--- config.mk ---
export PLATFORM = sky130hd
export DESIGN_NAME = binomial_coefficient_unit
export DESIGN_NICKNAME = d
export VERILOG_FILES = /design/src/sv/bcu_pkg.sv /design/src/sv/binomial_coefficient_unit.sv /design/src/sv/bcu_datapath.sv /design/src/sv/bcu_ctrl.sv
export VERILOG_INCLUDE_DIRS = /design/src /design/src/sv
export SDC_FILE = /design/constraint.sdc
export NUM_CORES = 1
export LEC_CHECK = 0
export ABC_AREA = 1
export ABC_CLOCK_PERIOD_IN_PS = 11190
export BUFFER_PORTS_ARGS = -buffer_cell sky130_fd_sc_hd__buf_4
export CAP_MARGIN = 20
export CORE_ASPECT_RATIO = 1.1
export CORE_UTILIZATION = 45
export DETAILED_ROUTE_END_ITERATION = 8
export HOLD_SLACK_MARGIN = 0.12
export SLEW_MARGIN = 10
export SYNTH_ARGS = -nofsm -noshare
export SYNTH_HDL_FRONTEND = slang
export SYNTH_SLANG_ARGS = --single-unit
export TNS_END_PERCENT = 30
--- constraint.sdc ---
create_clock -name clock -period 11.19 [get_ports clock]
set_input_delay 0 -clock clock [delete_from_list [all_inputs] [get_ports clock]]
set_output_delay 0 -clock clock [all_outputs]
set_load 0.01 [all_outputs]
--- src/sv/assert_macros.svh ---
// ----------------------------------------------------------------------------
// assertion macros
// shared immediate-style wrappers around concurrent assertions
// ----------------------------------------------------------------------------
`ifndef ASSERT_MACROS_SVH
`define ASSERT_MACROS_SVH

// same-cycle implication
`define ASSERT_SAME(lbl, clk, rst, ante, cons, msg) \
   lbl: assert property (@(posedge clk) disable iff (rst) (ante) |-> (cons)) \
      else $error(msg);

// next-cycle implication
`define ASSERT_NEXT(lbl, clk, rst, ante, cons, msg) \
   lbl: assert property (@(posedge clk) disable iff (rst) (ante) |=> (cons)) \
      else $error(msg);

`endif

--- src/sv/bcu_pkg.sv ---
// ----------------------------------------------------------------------------
// bcu_pkg
// shared widths, constants and control types of the binomial coefficient unit
// ----------------------------------------------------------------------------
`default_nettype none

package bcu_pkg;

   localparam int FIELD_W   = 7;
   localparam int VALUE_W   = 64;
   localparam int PROD_W    = VALUE_W + FIELD_W;
   localparam int DIV_CNT_W = $clog2(PROD_W);

   localparam logic [DIV_CNT_W-1:0] DIV_LAST_IDX = DIV_CNT_W'(PROD_W - 1);
   localparam logic [VALUE_W-1:0]   VALUE_SAT    = {VALUE_W{1'b1}};

   // commands from controller to datapath
   typedef struct packed {
      logic load;
      logic mul;
      logic div_step;
      logic update;
      logic saturate;
      logic emit;
   } ctrl_cmd_type;

   // status from datapath to controller
   typedef struct packed {
      logic loop_done;
      logic div_last;
      logic overflow;
   } dp_status_type;

endpackage

`default_nettype wire

--- src/sv/binomial_coefficient_unit.sv ---
// ----------------------------------------------------------------------------
// binomial_coefficient_unit
// C(n,k) as a 64-bit unsigned value by the multiplicative method
// ----------------------------------------------------------------------------
// One request carries n (req_set_size) and k (req_subset_size); one response
// returns C(n,k) on rsp_combinations. k above n gives 0; a true value beyond
// 64 bits gives all ones. The unit works on one request at a time: after
// load, each loop step j = 1..min(k, n-k) passes a check state that also
// forms the 64x7 product, the steps of the radix-2 restoring divider and an
// update state. After the last loop step a final check leads to the output;
// the loop ends early when the value overflows.
// The result sits in its own output register, so a new request is taken
// while the previous response is still stalled.
// ----------------------------------------------------------------------------
`default_nettype none

module binomial_coefficient_unit (
   input  wire logic                          clock,
   input  wire logic                          reset,
   // request channel
   input  wire logic                          req_valid,
   output logic                               req_stall,
   input  wire logic [bcu_pkg::FIELD_W-1:0]   req_set_size,
   input  wire logic [bcu_pkg::FIELD_W-1:0]   req_subset_size,
   // response channel
   output logic                               rsp_valid,
   input  wire logic                          rsp_stall,
   output logic      [bcu_pkg::VALUE_W-1:0]   rsp_combinations
);

   // command and status between the sequencer and the datapath
   bcu_pkg::ctrl_cmd_type  cmd;
   bcu_pkg::dp_status_type status;

   // sequencer: loop control and handshakes
   bcu_ctrl u_ctrl (
      .clock     (clock),
      .reset     (reset),
      .req_valid (req_valid),
      .req_stall (req_stall),
      .rsp_valid (rsp_valid),
      .rsp_stall (rsp_stall),
      .cmd       (cmd),
      .status    (status)
   );

   // datapath: operand capture, multiplier, divider, output register
   bcu_datapath u_datapath (
      .clock        (clock),
      .reset        (reset),
      .cmd          (cmd),
      .status       (status),
      .set_size     (req_set_size),
      .subset_size  (req_subset_size),
      .combinations (rsp_combinations)
   );

endmodule

`default_nettype wire

--- src/sv/bcu_datapath.sv ---
// ----------------------------------------------------------------------------
// bcu_datapath
// operand registers, 64x7 multiplier and radix-2 restoring divider
// ----------------------------------------------------------------------------
`default_nettype none

`include "assert_macros.svh"

module bcu_datapath (
   input  wire logic                              clock,
   input  wire logic                              reset,
   input  wire bcu_pkg::ctrl_cmd_type             cmd,
   output bcu_pkg::dp_status_type                 status,
   input  wire logic [bcu_pkg::FIELD_W-1:0]       set_size,
   input  wire logic [bcu_pkg::FIELD_W-1:0]       subset_size,
   output logic      [bcu_pkg::VALUE_W-1:0]       combinations
);

   localparam int FieldW = bcu_pkg::FIELD_W;
   localparam int ValueW = bcu_pkg::VALUE_W;
   localparam int ProdW  = bcu_pkg::PROD_W;
   localparam int CntW   = bcu_pkg::DIV_CNT_W;

   logic [FieldW-1:0] m_ff, m_in;
   logic [FieldW-1:0] j_ff, j_in;
   logic [FieldW-1:0] kk_ff, kk_in;
   logic [ValueW-1:0] value_ff, value_in;
   logic [ProdW-1:0]  dq_ff, dq_in;
   logic [FieldW-1:0] rem_ff, rem_in;
   logic [CntW-1:0]   cnt_ff, cnt_in;
   logic [ValueW-1:0] out_ff, out_in;

   logic [FieldW-1:0] n_minus_k;
   logic [FieldW-1:0] eff_k;
   logic              k_gt_n;
   logic [ProdW-1:0]  prod;
   logic [FieldW:0]   trial;
   logic              trial_ge;

   // k above n gives zero, otherwise take the smaller side
   assign k_gt_n    = subset_size > set_size;
   assign n_minus_k = set_size - subset_size;
   assign eff_k     = (n_minus_k < subset_size) ? n_minus_k : subset_size;

   assign prod = ProdW'(value_ff) * ProdW'(m_ff);

   // one restoring step: shift in the next dividend bit
   assign trial    = {rem_ff, dq_ff[ProdW-1]};
   assign trial_ge = trial >= {1'b0, j_ff};

   always_comb begin
      m_in     = m_ff;
      j_in     = j_ff;
      kk_in    = kk_ff;
      value_in = value_ff;
      dq_in    = dq_ff;
      rem_in   = rem_ff;
      cnt_in   = cnt_ff;
      out_in   = out_ff;
      if (cmd.load) begin
         m_in     = set_size;
         j_in     = FieldW'(1);
         kk_in    = k_gt_n ? '0 : eff_k;
         value_in = k_gt_n ? '0 : ValueW'(1);
      end
      if (cmd.mul) begin
         dq_in  = prod;
         rem_in = '0;
         cnt_in = bcu_pkg::DIV_LAST_IDX;
      end
      if (cmd.div_step) begin
         rem_in = trial_ge ? FieldW'(trial - {1'b0, j_ff}) : FieldW'(trial);
         dq_in  = {dq_ff[ProdW-2:0], trial_ge};
         cnt_in = cnt_ff - CntW'(1);
      end
      if (cmd.update) begin
         value_in = dq_ff[ValueW-1:0];
         m_in     = m_ff - FieldW'(1);
         j_in     = j_ff + FieldW'(1);
      end
      if (cmd.saturate) begin
         value_in = bcu_pkg::VALUE_SAT;
      end
      if (cmd.emit) begin
         out_in = value_ff;
      end
   end

   always_ff @(posedge clock) begin
      m_ff     <= m_in;
      j_ff     <= j_in;
      kk_ff    <= kk_in;
      value_ff <= value_in;
      dq_ff    <= dq_in;
      rem_ff   <= rem_in;
      cnt_ff   <= cnt_in;
      out_ff   <= out_in;
   end

   assign status.loop_done = j_ff > kk_ff;
   assign status.div_last  = cnt_ff == '0;
   assign status.overflow  = dq_ff[ProdW-1:ValueW] != '0;
   assign combinations     = out_ff;

   // every step divides exactly
   `ASSERT_SAME(a_exact_div, clock, reset, cmd.update || cmd.saturate, rem_ff == '0,
      "inexact division step")
   // a partial coefficient is never zero
   `ASSERT_NEXT(a_value_nonzero, clock, reset, cmd.update, value_ff != '0,
      "zero partial coefficient")
   // saturation only on a quotient past 64 bits
   `ASSERT_SAME(a_sat_cause, clock, reset, cmd.saturate, status.overflow,
      "saturation without overflow")

endmodule

`default_nettype wire

--- src/sv/bcu_ctrl.sv ---
// ----------------------------------------------------------------------------
// bcu_ctrl
// sequencer for the multiply-divide loop and the result handshake
// ----------------------------------------------------------------------------
`default_nettype none

`include "assert_macros.svh"

module bcu_ctrl (
   input  wire logic                   clock,
   input  wire logic                   reset,
   input  wire logic                   req_valid,
   output logic                        req_stall,
   output logic                        rsp_valid,
   input  wire logic                   rsp_stall,
   output bcu_pkg::ctrl_cmd_type       cmd,
   input  wire bcu_pkg::dp_status_type status
);

   localparam logic [2:0] StIdle  = 3'd0;
   localparam logic [2:0] StCheck = 3'd1;
   localparam logic [2:0] StDiv   = 3'd2;
   localparam logic [2:0] StUpd   = 3'd3;
   localparam logic [2:0] StDone  = 3'd4;

   logic [2:0] state_ff, state_in;
   logic       rsp_valid_ff, rsp_valid_in;
   logic       out_free;
   logic       req_take;

   assign out_free  = !rsp_valid_ff || !rsp_stall;
   assign req_stall = state_ff != StIdle;
   assign req_take  = req_valid && !req_stall;

   always_comb begin
      state_in     = state_ff;
      rsp_valid_in = rsp_valid_ff && rsp_stall;
      cmd          = '0;
      case (state_ff)
         StIdle: begin
            if (req_take) begin
               cmd.load = 1'b1;
               state_in = StCheck;
            end
         end
         StCheck: begin
            if (status.loop_done) begin
               state_in = StDone;
            end else begin
               cmd.mul  = 1'b1;
               state_in = StDiv;
            end
         end
         StDiv: begin
            cmd.div_step = 1'b1;
            if (status.div_last) begin
               state_in = StUpd;
            end
         end
         StUpd: begin
            if (status.overflow) begin
               cmd.saturate = 1'b1;
               state_in     = StDone;
            end else begin
               cmd.update = 1'b1;
               state_in   = StCheck;
            end
         end
         StDone: begin
            if (out_free) begin
               cmd.emit     = 1'b1;
               rsp_valid_in = 1'b1;
               state_in     = StIdle;
            end
         end
         default: begin
            state_in = StIdle;
         end
      endcase
   end

   always_ff @(posedge clock) begin
      if (reset) begin
         state_ff     <= StIdle;
         rsp_valid_ff <= 1'b0;
      end else begin
         state_ff     <= state_in;
         rsp_valid_ff <= rsp_valid_in;
      end
   end

   assign rsp_valid = rsp_valid_ff;

   // accepted request starts the loop check
   `ASSERT_NEXT(a_load_to_check, clock, reset, req_take, state_ff == StCheck,
      "request accepted without loop start")
   // division runs to its last step and then hands over to the update state
   `ASSERT_NEXT(a_div_to_upd, clock, reset, state_ff == StDiv && status.div_last,
      state_ff == StUpd, "divider did not hand over")
   // finished result shows up on the output
   `ASSERT_NEXT(a_emit_valid, clock, reset, cmd.emit, rsp_valid_ff,
      "result not presented")

endmodule

`default_nettype wire
* Word level (Yosys, flattened, before mapping)
Index checks and enable logic that the tools add are counted.
Widths: inputs -> output; s select.
** Word-level totals
- Input port bits :: 18
- Output and inout port bits :: 66
- Register bits :: 238
** Operators by class
- Multiply operators :: 1
- Reduce and logical (&&, ||, !) cells :: 13
- Add/sub/neg operators :: 5
- Multiplexer cells :: 33
- Magnitude comparators :: 4
- Equal/unequal tests :: 7
** Operators with widths (count)
- $mux 71 :: 2
- $mux 64 :: 2
- $mul 64x7->71 :: 1
- $mux 7 :: 10
- $mux 3 :: 5
- $pmux 3 s5 :: 1
- $gt 7x7->1 :: 2
- $sub 7x1->7 const B :: 2
- $sub 7x7->7 :: 2
- $mux 1 :: 12
- $ge 8x7->1 :: 1
- $add 7x1->7 const B :: 1
- $logic_not 7->1 :: 1
- $lt 7x7->1 :: 1
- $reduce_bool 7->1 :: 1
- $eq 3x2->1 const B :: 2
- $ne 2x1->1 const B :: 2
- $reduce_bool 2->1 :: 2
- $eq 3x1->1 const B :: 1
- $eq 3x3->1 const B :: 1
- $logic_not 1->1 :: 3
- $logic_not 3->1 :: 1
- $reduce_and 3->1 :: 1
- $reduce_bool 3->1 :: 1
- other kinds (4) :: 5

* Longest topological paths before layout
Gate-level depths: netlist of run 1.
- Depth in word-level cells :: 7
- Mapped depth :: 28
- Gate-level depth less buffers :: 26

* By module
Synthesis of run 1 repeated with hierarchy kept, for this count alone.
** Unflattened totals
- Cells, all modules :: 3526
- Area total of the unflattened synthesis :: 26661.8 um^2
** By module, submodules not included
- bcu_datapath :: cells each 3483, times used 1, area an instance 26406.6 um^2
- bcu_ctrl :: cells each 43, times used 1, area an instance 255.2 um^2

* Least setup slack after synthesis of run 1
Ideal clock, no wire load.
- Path type :: reg-to-reg
- Start point :: reg u_datapath.m_ff[2]
- End point :: reg u_datapath.dq_ff[35], data pin
- Arrival time :: 4.395 ns
- Clock period less this slack :: 4.657 ns
- Path slack :: 6.533 ns
- Buffers on the path :: 2
- Cell stages (with the launch flop) :: 23
- Library setup time :: 0.262 ns
- Cell sequence :: edfxtp_1 -> clkbuf_1 -> clkbuf_1 -> nand2_1 -> inv_1 -> fa_1 -> fa_1 -> fa_1 -> inv_1 -> fa_1 -> inv_1 -> ha_1 -> nand2_2 -> inv_2 -> a21oi_2 -> nand3_2 -> nand2_2 -> nand2_2 -> nand2_2 -> nand2_2 -> or2_1 -> nand3_1 -> o21ai_1
** On the way
- Longest elaborated chain between the ends :: 3
** Ends and longest elaborated chain
- from (decl) :: line bcu_datapath.sv:24 : logic [FieldW-1:0] m_ff, m_in;
- from (signal assigned) :: line bcu_datapath.sv:90 : m_ff <= m_in;
- $mul 64x7->71 :: line bcu_datapath.sv:45 : assign prod = ProdW'(value_ff) * ProdW'(m_ff);
- $mux 71 :: line bcu_datapath.sv:66 : if (cmd.mul) begin
- $mux 71 :: line bcu_datapath.sv:71 : if (cmd.div_step) begin
- named net u_datapath.dq_in[35] :: line bcu_datapath.sv:28 : logic [ProdW-1:0] dq_ff, dq_in;
- to (signal assigned) :: line bcu_datapath.sv:94 : dq_ff <= dq_in;
- to (decl) :: line bcu_datapath.sv:28
The timed path passes the listed nets, and every way through them passes these cells. The select of a mux whose other input is x is not followed.
A chain may end at the register's enable or synchronous reset.

* Worst setup path in the final report of run 1
- Start point :: reg u_datapath.m_ff[1]
- End point :: reg u_datapath.dq_ff[59], data pin
The elaborated chain is that of the path after synthesis.

==> reports/results.txt, run 1 <==
Flops & latches, synth: 238
Hold Path Stages: 3
Worst VDD drop: 0.0002561 V
Layout Skew: 0.02553 ns
First-pass GRT wire length: 113.4 mm
Max Root-Sink Buffers: 3
Post-Syn Area per Cell: 7.343 sq um
Syn_nets: 4063
Number of library cell types mapped by synthesis: 45
Die Wd: 233.5 microns
Relative slew margins: 0.2842
Die height: 256.7 microns
Area grow syn2layout: 8.314%
Final setup violation count: 0
Via Count: 21.39k
GR Layer Usage met1: 0.3161
Post-route ant nets: 0
RR Startpoint: u_datapath.m_ff[1]
Final worst slack: 5.614 ns
Mapped Cells: 3613
Pins Over Slew Limit: 0
Static leakage: 0.01671 uW
Post CTS Setup Buffer Count: 0
Critical Path RT: 11.48 ns
Clock latency on the worst-skew pair: 0.56 ns
Worst R2R End: u_datapath.dq_ff[59]
Critical Path Fanout Max: 33
Achievable frequency: 179.3 MHz
Seq/Total Area, Yosys: 0.2437
Cell breakdown of the critical path: buf_4 > buf_4 > nand2_1 > inv_1 > fa_1 > fa_1 > fa_1 > inv_1 > fa_1 > inv_1 > ha_1 > nand2_1 > nor2_1 > inv_1 > o21bai_1 > a21oi_1 > nand2_1 > nand2_1 > nand2_1 > nand2_1 > nand3_1 > nand2_1
Clk slew on worst S/H paths: 0.06 ns
CP top delay family: adder cells
Final period util: 0.4983
Share of cells above drive strength 1: 0.05908
Final Util: 0.4973
Largest net degree at the start of global routing: 94
Die ar.: 0.05994 sq mm
GR Overflow Total: 0
Outcome: complete, no violations
Fin area: 0.02874 sq mm
Synthesized area: 0.02653 sq mm
WP buf/inv: 6
CTS tree: built
RSZ-0062 raised after global routing: false
Worst Min Path Start: reset
Kind of critical path: reg2reg
Area after DPL: 0.02756 sq mm
DP Wirelength: 51.88 mm
Root Buffer: clkbuf_16
Nets: 4063
TritonCTS Buffers: 34
Initial antenna violation count: 0
Routability cong.: 1.038
Final Total Pwr: 7021 uW
Hold path endpoint: u_ctrl.state_ff[1]
Setup TNS: 0 ns
M2 GR Usage: 0.4022
CP Capture Type: flip-flop
Final number of hold-violating endpoints: 0
Max Cap Violations: 0
Reg2Reg Setup Slack: 5.61 ns
ANT cells: 0
Vias in the first global route: 22.03k
Initial Util: 0.4591
Yosys warnings: 0
GR Layer Usage met3: 0.02669
Routed vias/inst: 4.871
Cell Rows: 92
Post-layout min period: 5.576 ns
DRC violations left: 0
GR peak layer: met2
DP Worst Slack: 5.609 ns
Detailed Routing Iterations Pass 1: 5
Clk sinks: 238
R2R depth: 22
GRT Resource Usage Total: 0.2363
Total wire length: 67.85 mm
CP max stage delay: 0.51 ns
Pwr Density: 244.3 mW/mm^2
Min-delay worst type: in2reg
Crit-path slowest cell: fa_1
PortBufs: 83
Setup crit start kind: flip-flop
Critical path's most frequent cell: nand2_1
Routed wire per std cell: 15.45 microns
I/O Pins: 84
H-tree levels: 2
Core Region: 0.05779 sq mm
Critical Path AT: 5.87 ns
Detailed router's first-iteration violation count: 1421
Worst-Margin Slew: 1.074 ns
[worst register-to-register path, stage by stage (launching register included)]
cell and delay, ns:
edfxtp_1 0.36, buf_4 0.38, buf_4 0.44, nand2_1 0.12, inv_1 0.09, fa_1 0.42, fa_1 0.51, fa_1 0.50
inv_1 0.05, fa_1 0.48, inv_1 0.05, ha_1 0.38, nand2_1 0.12, nor2_1 0.18, inv_1 0.10, o21bai_1 0.32
a21oi_1 0.08, nand2_1 0.25, nand2_1 0.20, nand2_1 0.09, nand2_1 0.05, nand3_1 0.07, nand2_1 0.07
[synth_stat cells, drive strengths merged]
master,number,share of area
a21o,2,0.00057
a21oi,122,0.023
a221oi,1,0.00033
a311oi,1,0.00033
a31o,1,0.00033
a31oi,3,0.00071
and2,4,0.00094
buf,78,0.014
clkbuf,74,0.011
clkinv,1,0.00014
dfxtp,68,0.051
edfxtp,170,0.19
fa,311,0.23
ha,121,0.057
inv,927,0.13
nand2,1167,0.17
nand2b,1,0.00024
nand3,156,0.031
nand3b,15,0.0042
nand4,11,0.0026
nor2,168,0.026
nor3,13,0.0028
nor3b,3,0.00085
nor4,4,0.00094
o211ai,18,0.0051
o21a,5,0.0014
o21ai,107,0.020
o21bai,10,0.0028
o22ai,1,0.00024
or2,10,0.0024
xnor2,32,0.011
xor2,8,0.0026
[cells by family after synthesis]
logic type / synth area share
AND/OR/NAND/NOR: 0.2390
flip-flops: 0.2437
XOR/XNOR: 0.01320
adder cells (fa/ha/maj): 0.2917
AO/OA/AOI/OAI: 0.05560
buffers and inverters: 0.1568
[area by class of cell]
cell class / count / area [sq um]
clock buffers: 45 / 892.1
clock inverters: 17 / 116.4
fillers: 5833 / 29050
inverters: 928 / 3485
multi-input cells: 2295 / 15920
flip-flops and latches: 238 / 6466
well taps: 752 / 940.9
repair buffers: 116 / 913.4
[worst max-delay path by stage]
stage	from	to	slack [ns]	cells past startpoint
after floorplan	u_datapath.m_ff[2]	u_datapath.dq_ff[35]	6.53	22
after global placement	u_datapath.m_ff[1]	u_datapath.dq_ff[61]	5.66	22
after detailed placement	u_datapath.m_ff[1]	u_datapath.dq_ff[69]	5.61	22
after CTS	u_datapath.m_ff[1]	u_datapath.dq_ff[69]	5.59	22
after global routing	u_datapath.m_ff[1]	u_datapath.dq_ff[53]	5.26	26
final	u_datapath.m_ff[1]	u_datapath.dq_ff[59]	5.61	22
[state kept, by name, summed over array words and instances (netlist names), 3 cells and up]
name,count
u_datapath.j_ff,7
u_datapath.m_ff,7
u_datapath.kk_ff,7
u_datapath.combinations,64
u_datapath.dq_ff,71
u_datapath.rem_ff,7
u_datapath.cnt_ff,7
u_datapath.value_ff,64
u_ctrl.state_ff,3
[report_power, final]
| part | total [uW] | leakage (uW) | internal (uW) | switching (uW) |
|---|---|---|---|---|
| sequential | 1830 | 0.00215 | 1470 | 359 |
| combinational | 4190 | 0.0141 | 1550 | 2640 |
| clock | 1000 | 0.000494 | 568 | 435 |
[per-stage QoR]
step / cells / hold slack (ns)
2_1_floorplan: 3613 / 0.06907
4_1_cts: 4391 / 0.1359
3_3_place_gp: 4312 / 0.1975
6_report: 4391 / 0.1695
3_5_place_dp: 4312 / 0.1954
5_1_grt: 4391 / 0.1874
[layer usage]
layer | wire length (microns) | vias to the layer above
li1 | - | 10660
met1 | 30840 | 10180
met2 | 32610 | 451
met3 | 2708 | 104
met4 | 1695 | 0
met5 | 0 | -
[cell usage in the layout, fill, tap and decap left out, drive strengths merged, types with 4 or more instances in the layout]
master       Yosys  final
nand2         1167   1167
and2             4      4
buf             78     99
or2             10     10
a21oi          122    122
clkinv           1     13
o21ai          107    107
ha             121    121
dlygate4sd3      0     17
o21a             5      5
nor2           168    168
nor4             4      4
xor2             8      8
o211ai          18     18
dfxtp           68     68
nand3          156    156
xnor2           32     32
fa             311    311
inv            927    930
nand4           11     11
edfxtp         170    170
nand3b          15     15
clkbuf          74     45
nor3            13     13
o21bai          10     10
[what timing repair did]
| action | CTS | global route |
|---|---|---|
| resized for setup | 0 | 0 |
| hold buffers | 17 | 0 |
| hold endpoints to repair | 53 | 0 |
No activity file was read; power rests on OpenSTA's default activity.
==> inputs of run 2 (changes only) <==
- ABC_CLOCK_PERIOD_IN_PS: 11190 -> 5250
- clock period: 11.19 -> 5.25 ns (I/O delays scaled with it)
==> reports/results.txt, run 2 (same netlist as run 1, synthesis figures left out) <==
Cell Rows: 92 (unchanged)
Routability cong.: 0.9696 (-6.6%)
RSZ-0062 raised after global routing: true
Achievable frequency: 197.1 MHz (+9.9%)
Area grow syn2layout: 10.23%
H-tree levels: 1 (-1)
Final number of hold-violating endpoints: 0 (unchanged)
Final Total Pwr: 15140 uW (+120%)
Worst VDD drop: 0.0003388 V (+32%)
Setup crit start kind: flip-flop
Clock latency on the worst-skew pair: 0.61 ns (+0.05 ns)
RR Startpoint: u_datapath.m_ff[1]
Commonest non-fill, non-tap cells in the layout: nand2_1 (1139), inv_1 (921), fa_1 (311), edfxtp_1 (170)
Post-layout min period: 5.074 ns (-0.5024 ns)
Largest register FFs: 71 (unchanged)
Routed vias/inst: 4.863 (-0.16%)
Root Buffer: clkbuf_16
Area of the multi-input gates: 0.01605 sq mm (+0.76%)
DRC violations left: 0 (unchanged)
Die ar.: 0.05994 sq mm (unchanged)
Worst-Margin Slew: 1.021 ns (-0.05262 ns)
Final setup violation count: 0 (unchanged)
Detailed Routing Iterations Pass 1: 7 (+2)
Worst Min Path Start: reset
Die Wd: 233.5 microns (unchanged)
Core Region: 0.05779 sq mm (unchanged)
Total wire length: 70.05 mm (+3.2%)
GRT Resource Usage Total: 0.2435 (+0.007214)
TritonCTS Buffers: 31 (-8.8%)
Commonest non-fill, non-tap cell in the layout: nand2_1
Initial Util: 0.4591 (unchanged)
Static leakage: 0.01693 uW (+1.3%)
Clk slew on worst S/H paths: 0.06 ns (about the same)
PortBufs: 83 (unchanged)
Detailed router's first-iteration violation count: 1409 (-0.84%)
First-pass GRT wire length: 116.9 mm (+3.1%)
Via Count: 21.48k (+0.43%)
Layout Skew: 0.01531 ns (-0.01022 ns)
Share of cells above drive strength 1: 0.07531 (+0.01622)
Largest net degree at the start of global routing: 66 (-30%)
Post-route ant nets: 0 (unchanged)
Kind of critical path: reg2reg
Final period util: 0.9665 (+0.4681)
GR Overflow Total: 0 (unchanged)
Pwr Density: 517.8 mW/mm^2 (+110%)
Total of fill cells in the finished design: 5831 (-0.034%)
Routed wire per std cell: 15.86 microns (+2.6%)
ANT cells: 0 (unchanged)
Die height: 256.7 microns (unchanged)
CTS tree: built
Nets: 4090 (+0.66%)
Max Cap Violations: 0 (unchanged)
Top reg by flops: u_datapath.dq_ff
Critical Path RT: 5.61 ns (-5.87 ns)
Critical Path AT: 5.43 ns (-0.44 ns)
Vias in the first global route: 22.40k (+1.7%)
FF/Latch Area: 0.006466 sq mm (unchanged)
Critical Path Fanout Max: 34 (+3.0%)
Min-delay worst type: in2reg
CP Capture Type: flip-flop
Outcome: complete, no violations
Pins Over Slew Limit: 0 (unchanged)
Beginning of the critical path: u_datapath.m_ff[1]
Setup TNS: 0 ns (unchanged)
DP Wirelength: 55.20 mm (+6.4%)
Initial antenna violation count: 0 (unchanged)
I/O Pins: 84 (unchanged)
Clk sinks: 238 (unchanged)
Relative slew margins: 0.3193 (+0.03508)
Max Root-Sink Buffers: 3 (unchanged)
run 2: path summary, 6_finish.rpt:
kind              slack (ns)  cells after the start                       to
setup / recovery        0.18                     21     u_datapath.dq_ff[70]
hold / removal          0.20                      4       u_ctrl.state_ff[2]
setup reg to reg        0.18                     21     u_datapath.dq_ff[70]
hold reg to reg         0.48                      2  u_datapath.value_ff[22]
run 2: cell type report:
class	count	area share
clock inverter	17	0.004535
timing repair buffer	146	0.04454
multi-input combinational	2295	0.5486
inverter	928	0.1191
clock buffer	41	0.02986
tap	752	0.03217
sequential	238	0.2211
run 2: timing repair:
action                                 4_1_cts  5_1_grt
setup endpoints to repair                    0       30
gates resized for setup                      0       44
hold buffers                                20        0
buffers inserted                             0        3
endpoints found under the hold margin       52        0
run 2: critical path, stage by stage, from the launching register on:
cell	delay, ns
edfxtp_1	0.48
buf_12	0.21
nand2_1	0.09
inv_1	0.06
fa_1	0.50
fa_1	0.51
fa_1	0.49
inv_1	0.05
fa_1	0.48
inv_1	0.04
ha_2	0.40
nand2_1	0.12
nor2_1	0.25
nand2_1	0.21
nor2_1	0.17
nand3_1	0.12
nand3_2	0.23
nand2_1	0.11
nand2_1	0.07
nand2_1	0.04
nand3_1	0.06
nand2_1	0.06
run 2: metal layers:
| layer | wire, microns | share of wire | vias up | GRT usage |
|---|---|---|---|---|
| met2 | 33990 | 0.49 | 394 | 0.4182 |
| met5 | 0 | 0 | - | 0 |
| met1 | 32290 | 0.46 | 10290 | 0.3316 |
| met4 | 1366 | 0.019 | 0 | 0.05501 |
| met3 | 2407 | 0.034 | 93 | 0.02091 |
| li1 | - | - | 10710 | - |
run 2: through the flow:
step                      cell area [sq um]  utilization  worst slack, ns  hold WS, ns  cells
after detailed placement              27880       0.4824           0.1476       0.2017   4336
after CTS                             29080       0.5033           0.1074       0.1485   4414
final                                 29250       0.5061           0.1760       0.1986   4417
after global routing                  29250       0.5061         -0.04642       0.2031   4417
after floorplan                       26530            -           0.5930      0.06907   3613
after global placement                27880       0.4824           0.1178       0.1974   4336
run 2: power breakdown:
group / leakage [uW] / switching (uW) / internal, uW / total [uW]
Clock: 0.000504 / 922 / 1220 / 2140
Combinational: 0.0143 / 5670 / 3470 / 9130
Sequential: 0.00215 / 740 / 3130 / 3870
